`src/sdfc_pkg.sv`:
```
// shared types and constants of the strobed digit frame capture block
`timescale 1ns / 1ps

package sdfc_pkg;

	// register widths and reset values
	localparam int TIMEOUT_W = 16;
	localparam int SIGNS_W   = 8;
	localparam int CFG_W     = 16;
	localparam int CFG_IDX_W = 1;

	localparam logic [TIMEOUT_W-1:0] TIMEOUT_RESET = 16'd100;
	localparam logic [SIGNS_W-1:0]   SIGNS_RESET   = 8'd32;

	// register indexes of the configuration port
	localparam logic [CFG_IDX_W-1:0] REG_TIMEOUT_MS  = 1'b0;
	localparam logic [CFG_IDX_W-1:0] REG_SIGNS_COUNT = 1'b1;

	// capture counter width, saturates at its all-ones value
	localparam int COUNT_W = 8;

	// control fields of one sample
	typedef struct packed {
		logic       restart;
		logic       ms_tick;
		logic       buffer_free;
		logic [3:0] strobe;       // strobe[0] is B1, strobe[3] is B4
		logic       frame_line;
	} smp_flags_t;

	// flag fields of one result
	typedef struct packed {
		logic timeout_error;
		logic frame_done;
		logic frame_start;
		logic capture_valid;
	} res_flags_t;

endpackage

```
`src/sdfc_in_stage.sv`:
```
// input register stage: takes one sample request per cycle into the s1 register while in_ready is high
`timescale 1ns / 1ps

module sdfc_in_stage
	import sdfc_pkg::*;
#(
	parameter int CODE_WIDTH = 8
) (
	input  logic                  clk,
	input  logic                  arst_n,
	input  logic                  in_valid,
	output logic                  in_ready,
	input  smp_flags_t            in_flags,
	input  logic [CODE_WIDTH-1:0] in_code,
	input  logic                  advance,
	output logic                  valid_s1,
	output smp_flags_t            flags_s1,
	output logic [CODE_WIDTH-1:0] code_s1
);

	logic take;

	// stage is free when empty or when its content moves on this cycle
	assign in_ready = !valid_s1 || advance;
	assign take     = in_valid && in_ready;

	// stage valid bit
	always_ff @(posedge clk or negedge arst_n) begin
		if (!arst_n) begin
			valid_s1 <= 1'b0;
		end else if (take) begin
			valid_s1 <= 1'b1;
		end else if (advance) begin
			valid_s1 <= 1'b0;
		end
	end

	// stage payload
	always_ff @(posedge clk) begin
		if (take) begin
			flags_s1 <= in_flags;
			code_s1  <= in_code;
		end
	end

endmodule

```
`src/sdfc_step.sv`:
```
// frame capture sequencer: state, timer, counter and the result register
`timescale 1ns / 1ps

module sdfc_step
	import sdfc_pkg::*;
#(
	parameter int CODE_WIDTH  = 8,
	parameter int TIMER_WIDTH = 16
) (
	input  logic                  clk,
	input  logic                  arst_n,
	input  logic                  valid_s1,
	input  smp_flags_t            flags_s1,
	input  logic [CODE_WIDTH-1:0] code_s1,
	input  logic [TIMEOUT_W-1:0]  timeout_ms,
	input  logic [SIGNS_W-1:0]    signs_count,
	output logic                  advance,
	output logic                  res_valid,
	input  logic                  res_ready,
	output res_flags_t            res_flags,
	output logic [CODE_WIDTH-1:0] res_code
);

	localparam int CMP_W = (TIMER_WIDTH > TIMEOUT_W) ? TIMER_WIDTH : TIMEOUT_W;

	typedef enum logic [2:0] {
		PH_IDLE,
		PH_WAIT_HIGH,
		PH_WAIT_LOW2,
		PH_B1,
		PH_B2,
		PH_B3,
		PH_B4,
		PH_ERROR
	} phase_t;

	phase_t                 phase_q, phase_d;
	logic [COUNT_W-1:0]     count_q, count_d;
	logic [TIMER_WIDTH-1:0] elapsed_q, elapsed_d;
	logic                   res_valid_q;
	res_flags_t             res_flags_q, flags_d;
	logic [CODE_WIDTH-1:0]  res_code_q, code_d;
	logic                   fire;
	logic                   timed_out;
	logic                   strobe_hit;
	logic [COUNT_W-1:0]     count_inc;

	// result register is free when empty or being taken
	assign advance   = !res_valid_q || res_ready;
	assign fire      = valid_s1 && advance;
	assign res_valid = res_valid_q;
	assign res_flags = res_flags_q;
	assign res_code  = res_code_q;

	// one sample step
	always_comb begin
		phase_d    = phase_q;
		count_d    = count_q;
		elapsed_d  = elapsed_q;
		flags_d    = '0;
		code_d     = '0;
		timed_out  = 1'b0;
		strobe_hit = 1'b0;
		count_inc  = (count_q == {COUNT_W{1'b1}}) ? count_q : count_q + 1'b1;

		// strobe of the axis that is awaited
		case (phase_q)
			PH_B1:   strobe_hit = flags_s1.strobe[0];
			PH_B2:   strobe_hit = flags_s1.strobe[1];
			PH_B3:   strobe_hit = flags_s1.strobe[2];
			PH_B4:   strobe_hit = flags_s1.strobe[3];
			default: strobe_hit = 1'b0;
		endcase

		if (flags_s1.restart) begin
			phase_d   = PH_IDLE;
			elapsed_d = '0;
		end else if (phase_q == PH_IDLE) begin
			elapsed_d = '0;
			if (!flags_s1.frame_line) begin
				phase_d = PH_WAIT_HIGH;
			end
		end else begin
			// saturating millisecond timer, checked before any other move
			if (flags_s1.ms_tick && (elapsed_q != {TIMER_WIDTH{1'b1}})) begin
				elapsed_d = elapsed_q + 1'b1;
			end
			timed_out = (phase_q != PH_ERROR) &&
				(CMP_W'(elapsed_d) >= CMP_W'(timeout_ms));
			if (timed_out) begin
				phase_d = PH_ERROR;
			end else begin
				case (phase_q)
					PH_WAIT_HIGH: begin
						if (flags_s1.frame_line) begin
							if (flags_s1.buffer_free) begin
								count_d             = '0;
								flags_d.frame_start = 1'b1;
								phase_d             = PH_WAIT_LOW2;
							end else begin
								phase_d = PH_IDLE;
							end
						end
					end
					PH_WAIT_LOW2: begin
						if (!flags_s1.frame_line) begin
							phase_d = PH_B1;
						end
					end
					PH_B1, PH_B2, PH_B3, PH_B4: begin
						if (strobe_hit) begin
							flags_d.capture_valid = 1'b1;
							code_d                = code_s1;
							count_d               = count_inc;
							if (phase_q == PH_B4) begin
								if (count_inc >= signs_count) begin
									flags_d.frame_done = 1'b1;
									phase_d            = PH_IDLE;
								end else begin
									phase_d = PH_B1;
								end
							end else begin
								phase_d = phase_t'(phase_q + 3'd1);
							end
						end
					end
					default: phase_d = phase_q;
				endcase
			end
			flags_d.timeout_error = (phase_d == PH_ERROR);
		end
	end

	// state and result valid
	always_ff @(posedge clk or negedge arst_n) begin
		if (!arst_n) begin
			phase_q     <= PH_IDLE;
			count_q     <= '0;
			elapsed_q   <= '0;
			res_valid_q <= 1'b0;
		end else begin
			if (fire) begin
				phase_q   <= phase_d;
				count_q   <= count_d;
				elapsed_q <= elapsed_d;
			end
			if (fire) begin
				res_valid_q <= 1'b1;
			end else if (res_ready) begin
				res_valid_q <= 1'b0;
			end
		end
	end

	// result payload
	always_ff @(posedge clk) begin
		if (fire) begin
			res_flags_q <= flags_d;
			res_code_q  <= code_d;
		end
	end

	// a completed frame always comes with its last capture
	a_done_has_capture: assert property (@(posedge clk) disable iff (!arst_n)
		res_valid_q && res_flags_q.frame_done |-> res_flags_q.capture_valid)
		else $error("frame_done without a capture");

	// no capture and no frame event are reported in the error phase
	a_error_quiet: assert property (@(posedge clk) disable iff (!arst_n)
		res_valid_q && res_flags_q.timeout_error |->
		!res_flags_q.capture_valid && !res_flags_q.frame_start &&
		!res_flags_q.frame_done)
		else $error("event reported together with timeout error");

	// the error phase is left only on restart
	a_error_sticky: assert property (@(posedge clk) disable iff (!arst_n)
		fire && (phase_q == PH_ERROR) && !flags_s1.restart |=> phase_q == PH_ERROR)
		else $error("error phase left without restart");

	// timer is cleared by every idle or restart step
	a_idle_timer: assert property (@(posedge clk) disable iff (!arst_n)
		fire && ((phase_q == PH_IDLE) || flags_s1.restart) |=> elapsed_q == '0)
		else $error("timer not cleared after an idle step");

endmodule

```
`src/strobed_digit_frame_capture_core.sv`:
```
// top level of the strobed digit frame capture block
`timescale 1ns / 1ps

// Strobed digit frame capture.
// The slave stream carries one sample of the frame line, the four axis strobes,
// the code word, buffer_free, ms_tick and restart per request. For every
// accepted request exactly one result request leaves on the master stream:
// capture flag, captured code, frame start, timeout error, and tlast for the
// frame completing on that sample.
// A sample passes through the input register, then through the sequencer step into
// the result register.
// Throughput: one sample per cycle while the result stream is not stalled; the
// sequencer takes a new sample whenever its result is taken, so samples stream back to back.
// Configuration (timeout_ms, signs_count) is written through cfg_we/cfg_index/
// cfg_wdata while no sample is in flight.
// Reset clears the sequencer to idle, the counter and timer to zero, the
// registers to 100 ms and 32 signs, and empties both stages.
// When the receiver stalls, the result is held and the input stage takes one more
// sample only if it is empty; after that s_tready drops until the result is taken.

module strobed_digit_frame_capture_core
	import sdfc_pkg::*;
#(
	parameter int CODE_WIDTH  = 8,
	parameter int TIMER_WIDTH = 16
) (
	input  logic                 clk,
	input  logic                 arst_n,
	// configuration
	input  logic                 cfg_we,
	input  logic [CFG_IDX_W-1:0] cfg_index,
	input  logic [CFG_W-1:0]     cfg_wdata,
	// sample stream
	input  logic                 s_tvalid,
	output logic                 s_tready,
	// frame_line, strobe_b1, strobe_b2, strobe_b3, strobe_b4, code_in,
	// buffer_free, ms_tick, restart, zero fill
	input  logic [((CODE_WIDTH+8+7)/8)*8-1:0] s_tdata,
	// result stream
	output logic                 m_tvalid,
	input  logic                 m_tready,
	// capture_valid, code_out, frame_start, timeout_error, zero fill
	output logic [((CODE_WIDTH+3+7)/8)*8-1:0] m_tdata,
	output logic                 m_tlast   // frame_done
);

	localparam int IN_W  = ((CODE_WIDTH + 8 + 7) / 8) * 8;
	localparam int OUT_W = ((CODE_WIDTH + 3 + 7) / 8) * 8;

	logic [TIMEOUT_W-1:0]  timeout_q;
	logic [SIGNS_W-1:0]    signs_q;
	smp_flags_t            in_flags;
	smp_flags_t            flags_s1;
	logic [CODE_WIDTH-1:0] code_s1;
	logic                  valid_s1;
	logic                  advance;
	res_flags_t            res_flags;
	logic [CODE_WIDTH-1:0] res_code;
	logic [IN_W-1:0]       in_unused;

	// configuration registers
	always_ff @(posedge clk or negedge arst_n) begin
		if (!arst_n) begin
			timeout_q <= TIMEOUT_RESET;
			signs_q   <= SIGNS_RESET;
		end else if (cfg_we) begin
			case (cfg_index)
				REG_TIMEOUT_MS:  timeout_q <= cfg_wdata[TIMEOUT_W-1:0];
				REG_SIGNS_COUNT: signs_q   <= cfg_wdata[SIGNS_W-1:0];
				default:         timeout_q <= timeout_q;
			endcase
		end
	end

	// unpack the sample
	assign in_flags.frame_line  = s_tdata[0];
	assign in_flags.strobe      = s_tdata[4:1];
	assign in_flags.buffer_free = s_tdata[CODE_WIDTH+5];
	assign in_flags.ms_tick     = s_tdata[CODE_WIDTH+6];
	assign in_flags.restart     = s_tdata[CODE_WIDTH+7];
	assign in_unused            = s_tdata;

	sdfc_in_stage #(
		.CODE_WIDTH(CODE_WIDTH)
	) u_in_stage (
		.clk     (clk),
		.arst_n  (arst_n),
		.in_valid(s_tvalid),
		.in_ready(s_tready),
		.in_flags(in_flags),
		.in_code (in_unused[CODE_WIDTH+4:5]),
		.advance (advance),
		.valid_s1(valid_s1),
		.flags_s1(flags_s1),
		.code_s1 (code_s1)
	);

	sdfc_step #(
		.CODE_WIDTH (CODE_WIDTH),
		.TIMER_WIDTH(TIMER_WIDTH)
	) u_step (
		.clk        (clk),
		.arst_n     (arst_n),
		.valid_s1   (valid_s1),
		.flags_s1   (flags_s1),
		.code_s1    (code_s1),
		.timeout_ms (timeout_q),
		.signs_count(signs_q),
		.advance    (advance),
		.res_valid  (m_tvalid),
		.res_ready  (m_tready),
		.res_flags  (res_flags),
		.res_code   (res_code)
	);

	// pack the result
	assign m_tdata = OUT_W'({res_flags.timeout_error, res_flags.frame_start,
		res_code, res_flags.capture_valid});
	assign m_tlast = res_flags.frame_done;

endmodule

```
`config.mk`:
```
export PLATFORM = sky130hd
export DESIGN_NAME = strobed_digit_frame_capture_core
export DESIGN_NICKNAME = d
export VERILOG_FILES = /design/src/sdfc_pkg.sv /design/src/sdfc_in_stage.sv /design/src/sdfc_step.sv /design/src/strobed_digit_frame_capture_core.sv
export SDC_FILE = /design/constraint.sdc
export NUM_CORES = 1
export LEC_CHECK = 0
export BUFFER_PORTS_ARGS = -buffer_cell sky130_fd_sc_hd__buf_2
export CORE_ASPECT_RATIO = 1.75
export CORE_UTILIZATION = 55
export CTS_CLUSTER_DIAMETER = 30
export DETAILED_ROUTE_END_ITERATION = 10
export GPL_TIMING_DRIVEN = 0
export PLACE_DENSITY = 0.82
export SETUP_SLACK_MARGIN = 0.2
export SLEW_MARGIN = 0
export SYNTH_ARGS = -nofsm -noshare
export SYNTH_HDL_FRONTEND = slang
export SYNTH_SLANG_ARGS = --single-unit
```
`constraint.sdc`:
```
create_clock -name clk -period 8.01 [get_ports clk]
set_input_delay 0.4005 -clock clk [delete_from_list [all_inputs] [get_ports clk]]
set_output_delay 0.4005 -clock clk [all_outputs]
set_load 0.03 [all_outputs]
```
# After elaboration in Yosys (flattened, before gate mapping)
# Cells that the tools add are included.
[word_totals]
n_memories = 0
out_inout_bits = 19
input_bits = 38
latchBits = 0
ff_bits = 81
rom_bits = 0
mem_bits_rw = 0
[classes]
shift = 0
bitwise = 9
add_sub_neg = 3
reduce_logical = 22
n_mux = 31
n_mul = 0
n_lt_le_gt_ge = 2
n_eq_ne = 14
div_mod_pow = 0
[op_table]
columns = ["cell", "count"]
rows = [
  ["$mux W16", 5],
  ["$mux W8", 4],
  ["$mux W3", 10],
  ["$add A16 B1 Y16 const B", 1],
  ["$ge A16 B16 Y1", 1],
  ["$ne A16 B16 Y1 const B", 1],
  ["$pmux W8 S2", 1],
  ["$eq A3 B3 Y1 const B", 4],
  ["$reduce_or A5 Y1", 2],
  ["$not A1 Y1", 9],
  ["$pmux W3 S3", 1],
  ["$add A8 B1 Y8 const B", 1],
  ["$eq A8 B8 Y1 const B", 1],
  ["$ge A8 B8 Y1", 1],
  ["$reduce_and A8 Y1", 1],
  ["$reduce_or A4 Y1", 2],
  ["$mux W1", 7],
  ["$eq A3 B2 Y1 const B", 2],
  ["$ne A3 B3 Y1 const B", 2],
  ["$reduce_and A2 Y1", 3],
  ["$reduce_bool A2 Y1", 3],
  ["$reduce_or A6 Y1", 1],
  ["$logic_and A1 B1 Y1", 4],
  ["$mux W2", 2],
  ["9 further kinds", 12],
]

# Logic depth before layout (Yosys ltp)
[depth]
word_depth = 12
ltp_mapped = 16
ltp_nobuf = 14

# Modules after synthesis
# A second synthesis with hierarchy kept.
[unflattened]
hier_cells = 453
area_unflattened_um2 = 4918.5
[by_module_without_submodules]
columns = ["module", "instances", "cells_each", "seq_area_each_um2", "area_each_um2"]
rows = [
  ["sdfc_step", 1, 375, 1061.0, 3393.3],
  ["strobed_digit_frame_capture_core", 1, 58, 605.6, 991.0],
  ["sdfc_in_stage", 1, 20, 505.5, 534.3],
]

# Worst setup path after synthesis
# No wires, ideal clock.
[synth_path]
path_kind = "register to register"
start = "register u_step.elapsed_q[12]"
end = "register u_step.res_flags_q, in the netlist u_step.res_flags[2] (data pin)"
period_less_slack_ns = 3.343
path_buffers = 2
path_stages_with_launch = 16
arrival_ns = 3.209
required_time_ns = 7.877
setup_slack_ns = 4.667
path_cell_list = "dfrtp_1 > clkbuf_1 > and4_1 > nand4_1 > and3_1 > clkbuf_1 > and3_1 > xor2_1 > ha_1 > a21o_1 > a21oi_1 > nand4b_1 > a41oi_2 > nor2_1 > nor4_2 > and2_1"
[synth_via]
elab_chain_len = 8
word_cells_on_any_way = 9
cone_classes = "add/sub (1); order compare (1); eq/ne (1); mux (3); reduce/logical (3)"
[synth_lines]
columns = ["item", "line_no", "source"]
rows = [
  ["from (decl)", "sdfc_step.sv:39", "logic [TIMER_WIDTH-1:0] elapsed_q, elapsed_d;"],
  ["from (signal assigned)", "sdfc_step.sv:145", "elapsed_q <= elapsed_d;"],
  ["branches (longest 2 deep; another with $add A16 B1 Y16)", "-", ""],
  ["$mux W16 *", "sdfc_step.sv:85", "if (flags_s1.ms_tick && (elapsed_q != {TIMER_WIDTH{1'b1}})) begin"],
  ["$mux W16 *", "sdfc_step.sv:78", "end else if (phase_q == PH_IDLE) begin"],
  ["$mux W16 *", "sdfc_step.sv:75", "if (flags_s1.restart) begin"],
  ["$ge A16 B16 Y1 *", "sdfc_step.sv:89", "(CMP_W'(elapsed_d) >= CMP_W'(timeout_ms));"],
  ["$logic_and A1 B1 Y1 *", "sdfc_step.sv:88", "timed_out = (phase_q != PH_ERROR) &&"],
  ["$reduce_or A6 Y1 (no source line) *", "-", ""],
  ["to (signal assigned)", "sdfc_step.sv:158", "res_flags_q <= flags_d;"],
  ["to (decl)", "sdfc_step.sv:41", "res_flags_t res_flags_q, flags_d;"],
]
# Mark *: on every way between the ends. The select of a mux whose other input is x is not followed.
# A chain may end at the register's enable or synchronous reset.

# Final worst setup path
[layout_path]
start = "register u_step.elapsed_q[7]"
end = "register u_step.res_code_q[4] (netlist: u_step.res_code[4]) (data pin)"
[layout_via]
elab_chain_len = 8
word_cells_on_any_way = 9
cone_classes = "add/sub (1); order compare (1); eq/ne (1); mux (3); reduce/logical (3)"
[layout_lines]
columns = ["item", "line_no", "source"]
rows = [
  ["branches (longest 2 deep; another with $add A16 B1 Y16)", "-", ""],
  ["$mux W16 *", "sdfc_step.sv:85", ""],
  ["$mux W16 *", "sdfc_step.sv:78", ""],
  ["$mux W16 *", "sdfc_step.sv:75", ""],
  ["$ge A16 B16 Y1 *", "sdfc_step.sv:89", ""],
  ["$logic_and A1 B1 Y1 *", "sdfc_step.sv:88", ""],
  ["$reduce_or A5 Y1 (no source line) *", "-", ""],
  ["to (signal assigned)", "sdfc_step.sv:159", "res_code_q <= code_d;"],
  ["to (decl)", "sdfc_step.sv:42", "logic [CODE_WIDTH-1:0] res_code_q, code_d;"],
]
# Marks and branches as above.

==> key figures <==
Global route
  • Congestion Overflow GR: 0
  • Initial antenna violation count: 0
  • First-pass GRT wire length: 15.97 mm
  • Gr usage total: ~25%
  • Largest net degree at the start of global routing: 54
  • Vias in the first global route: between 3000 and 4000

Die
  • Core ar.: between 7000 and 8000 um2
  • Die Area: 8614 um2
  • Io pins: 57
  • Height of the chip: around 120 um
  • Die X: between 70 and 80 um
  • Rows: between 40 and 50
  • Initial Util: 56.87%

Setup path
  • Worst R2R Path Depth: 16
  • Max Fanout on Critical Path: 10
  • Critical path type: reg -> reg
  • FF-to-FF End: u_step.res_code[4]
  • CP Launch Type: flip-flop
  • Req. time, crit path: between 8 and 9 ns
  • R2r setup slk: around 4 ns
  • Critical Path Sink Type: flip-flop
  • WP data arrival: roughly 4.3 ns
  • Worst r2r src: u_step.elapsed_q[7]

Routing
  • Drt drc: 0
  • Drt total wl: around 10 mm
  • First-pass iteration count of the detailed router: 5
  • Vias: approximately 3500
  • Drt initial violations: about 190
  • Vias per std cell: ~6
  • Routed len/inst: between 15 and 20 um
  • Final ANT Viol Nets: 0

Placed design
  • Post-place setup slack: around 4.0 ns
  • RD Place Congestion: between 0.8 and 0.9
  • DP HPWL: slightly above 7 mm
  • Port buffer count: slightly above 50
  • Cell area after placement: 4911 um2

Power
  • Static Leak: 2.345 nW
  • Pwr Total: approximately 1.1 mW
  • Worst vdd ir: 0.1442 mV
  • Power Density: 217.7 nW/um2

Cells and area
  • Number of inserted diodes: 0
  • Fill count: between 600 and 700
  • Commonest non-fill, non-tap cell in the layout: buf_2
  • Most frequent cells in the layout: buf_2, dfrtp_1, nand2_1
  • Area Growth Syn to Fin: 15.20%
  • Design area: about 5200 um2
  • Layout Nets: 580
  • Fraction of layout cells with a size suffix above 1: between 10% and 20%

Min path
  • Hold path cells: 1
  • Hold endpoint: u_in_stage.code_s1[0]
  • Hold Crit Start: s_tdata[5]
  • HP Class: in -> reg

Synth
  • Top FF cell, synth: dfrtp_1
  • Post-synthesis sequential area ratio: 47.97%
  • Syn_area_per_cell: 10.20 um2
  • Yosys cell types: 56
  • Post-synth EDFFs: 28
  • Synthesized area: between 4000 and 5000 um2
  • Cells after Synth: roughly 440
  • Yosys warnings: 0
  • #FFs+latches synth: a little over 80
  • Ys async rst share: about 65%

Clock network
  • CTS clk-pin slew, worst paths: approximately 0.060 ns
  • H-tree Lvls: 3
  • # Post-CTS Setup Buffers: 0
  • Post-CTS sizing: 0
  • Worst-skew pair later-pin latency: 0.34 ns
  • Hold Buf Count CTS: 0
  • CTS tree: done
  • CTS Buf Count: 9
  • CTS max path bufs: 2
  • Root Buffer: clkbuf_16
  • # clock sinks: between 80 and 90

Flow run
  • Max Cap Viol: 0

STA
  • Hold WS: between 0.2 and 0.25 ns
  • Min Tclk post-route: between 4 and 5 ns
  • Rel. slew slack: 19.16%
  • Max-slew violations: 0
  • Clk_skew: slightly above 0.007 ns
  • # setup viols final: 0
  • Actual slew at the worst max-slew pin: about 1.2 ns
  • Final setup TNS: 0 ns
  • RSZ-0062 raised after global routing: false
  • Count of final hold-check violations: 0
  • Max Freq: about 250 MHz
  • Fin crit share: approximately 50%
  • Worst setup margin: about 4.0 ns

Status
  • Status: complete, no violations
-- stage by stage --
step	utilization (%)	std cells
floorplan	-	448
global placement	61.68	589
detailed placement	61.68	589
CTS	65.51	605
global route	65.51	605
finish	65.51	605
-- Yosys cell counts (all sizes together), types with 3 or more instances --
cell	instances	area, um2
and3	12	75.07
buf	10	68.82
mux2	11	123.9
nor3	6	46.30
o31ai	9	67.56
a31oi	11	68.82
o21bai	3	33.78
nor2b	5	31.28
and2	12	75.07
a22o	8	70.07
dfstp	4	105.1
nand3	16	80.08
edfxtp	28	840.8
a21oi	16	80.08
nand2	44	167.7
ha	32	400.4
inv	29	108.9
a211oi	3	27.52
nand2b	7	43.79
o21ai	51	259.0
xnor2	11	96.34
nor2	14	52.55
dfrtp	49	1226
clkbuf	10	37.54
xor2	6	52.55
o21a	7	52.55
nand4	5	31.28
-- cells by family (layout without fill, tap and decap cells) --
group	Yosys count	after routing	share of synthesized area, %
AND/OR/NAND/NOR	132	132	15.25
AO/OA/AOI/OAI	120	120	16.99
XOR/XNOR	17	17	3.288
multiplexers	11	11	2.736
flip-flops	81	81	47.97
buffers and inverters	50	117	4.836
adder cells (fa/ha/maj)	32	32	8.842
other	1	5	0.08282
-- worst max path at each step --
stage	slack, ns	end	from	cells after the start
6_report	3.96	u_step.res_code[4]	u_step.elapsed_q[7]	16
5_1_grt	3.70	u_step.res_flags[2]	u_step.elapsed_q[12]	15
4_1_cts	3.95	u_step.res_code[4]	u_step.elapsed_q[7]	16
3_5_place_dp	4.00	u_step.res_code[4]	u_step.elapsed_q[7]	16
3_3_place_gp	4.12	u_step.res_flags[2]	u_step.elapsed_q[7]	16
2_1_floorplan	4.67	u_step.res_flags[2]	u_step.elapsed_q[12]	15
-- power by group --
| group | total [mW] | internal (mW) | switching (mW) |
|---|---|---|---|
| Combinational | 0.234 | 0.0858 | 0.148 |
| Clock | 0.416 | 0.244 | 0.172 |
| Sequential | 0.486 | 0.466 | 0.0199 |
| Total | 1.14 | 0.796 | 0.340 |
-- state kept, by name (all words and copies together) (netlist names) --
name	count
timeout_q	16
u_step.elapsed_q	16
signs_q	8
u_in_stage.code_s1	8
u_in_stage.flags_s1	8
u_step.count_q	8
u_step.res_code	8
u_step.res_flags	4
u_step.phase_q	3
u_in_stage.valid_s1	1
u_step.res_valid	1
-- worst max-delay path: stages, from the launching register on --
cell and delay (ns):
dfrtp_1 0.36, buf_2 0.17, and4_1 0.22, and2_1 0.17, buf_2 0.15, a31oi_1 0.21, buf_2 0.26, nand3_1 0.15
xnor2_1 0.25, ha_1 0.30, a21oi_1 0.15, o21ai_1 0.12, nand4b_1 0.21, a41oi_2 0.25, nor2_1 0.18, nor4_2 0.54
and2_1 0.22
-- final cells by class --
type                            count  area [um2]  area share, %
Sequential cell                    81        2172          41.64
Multi-Input combinational cell    317        2152          41.26
Timing Repair Buffer               51       255.2          4.893
Inverter                           30       112.6          2.159
Tap cell                           90       112.6          2.159
Clock inverter                      7       80.08          1.535
Clock buffer                        9       225.2          4.318
Buffer                             20       106.4          2.039
-- per-layer routing --
layer  global-route usage (%)  share of wire (%)
met3                    4.963                4.2
met5                        0                  0
met2                    47.45                 57
met4                    10.75                3.0
met1                    25.31                 36
Power figures use the tool's default switching activity.
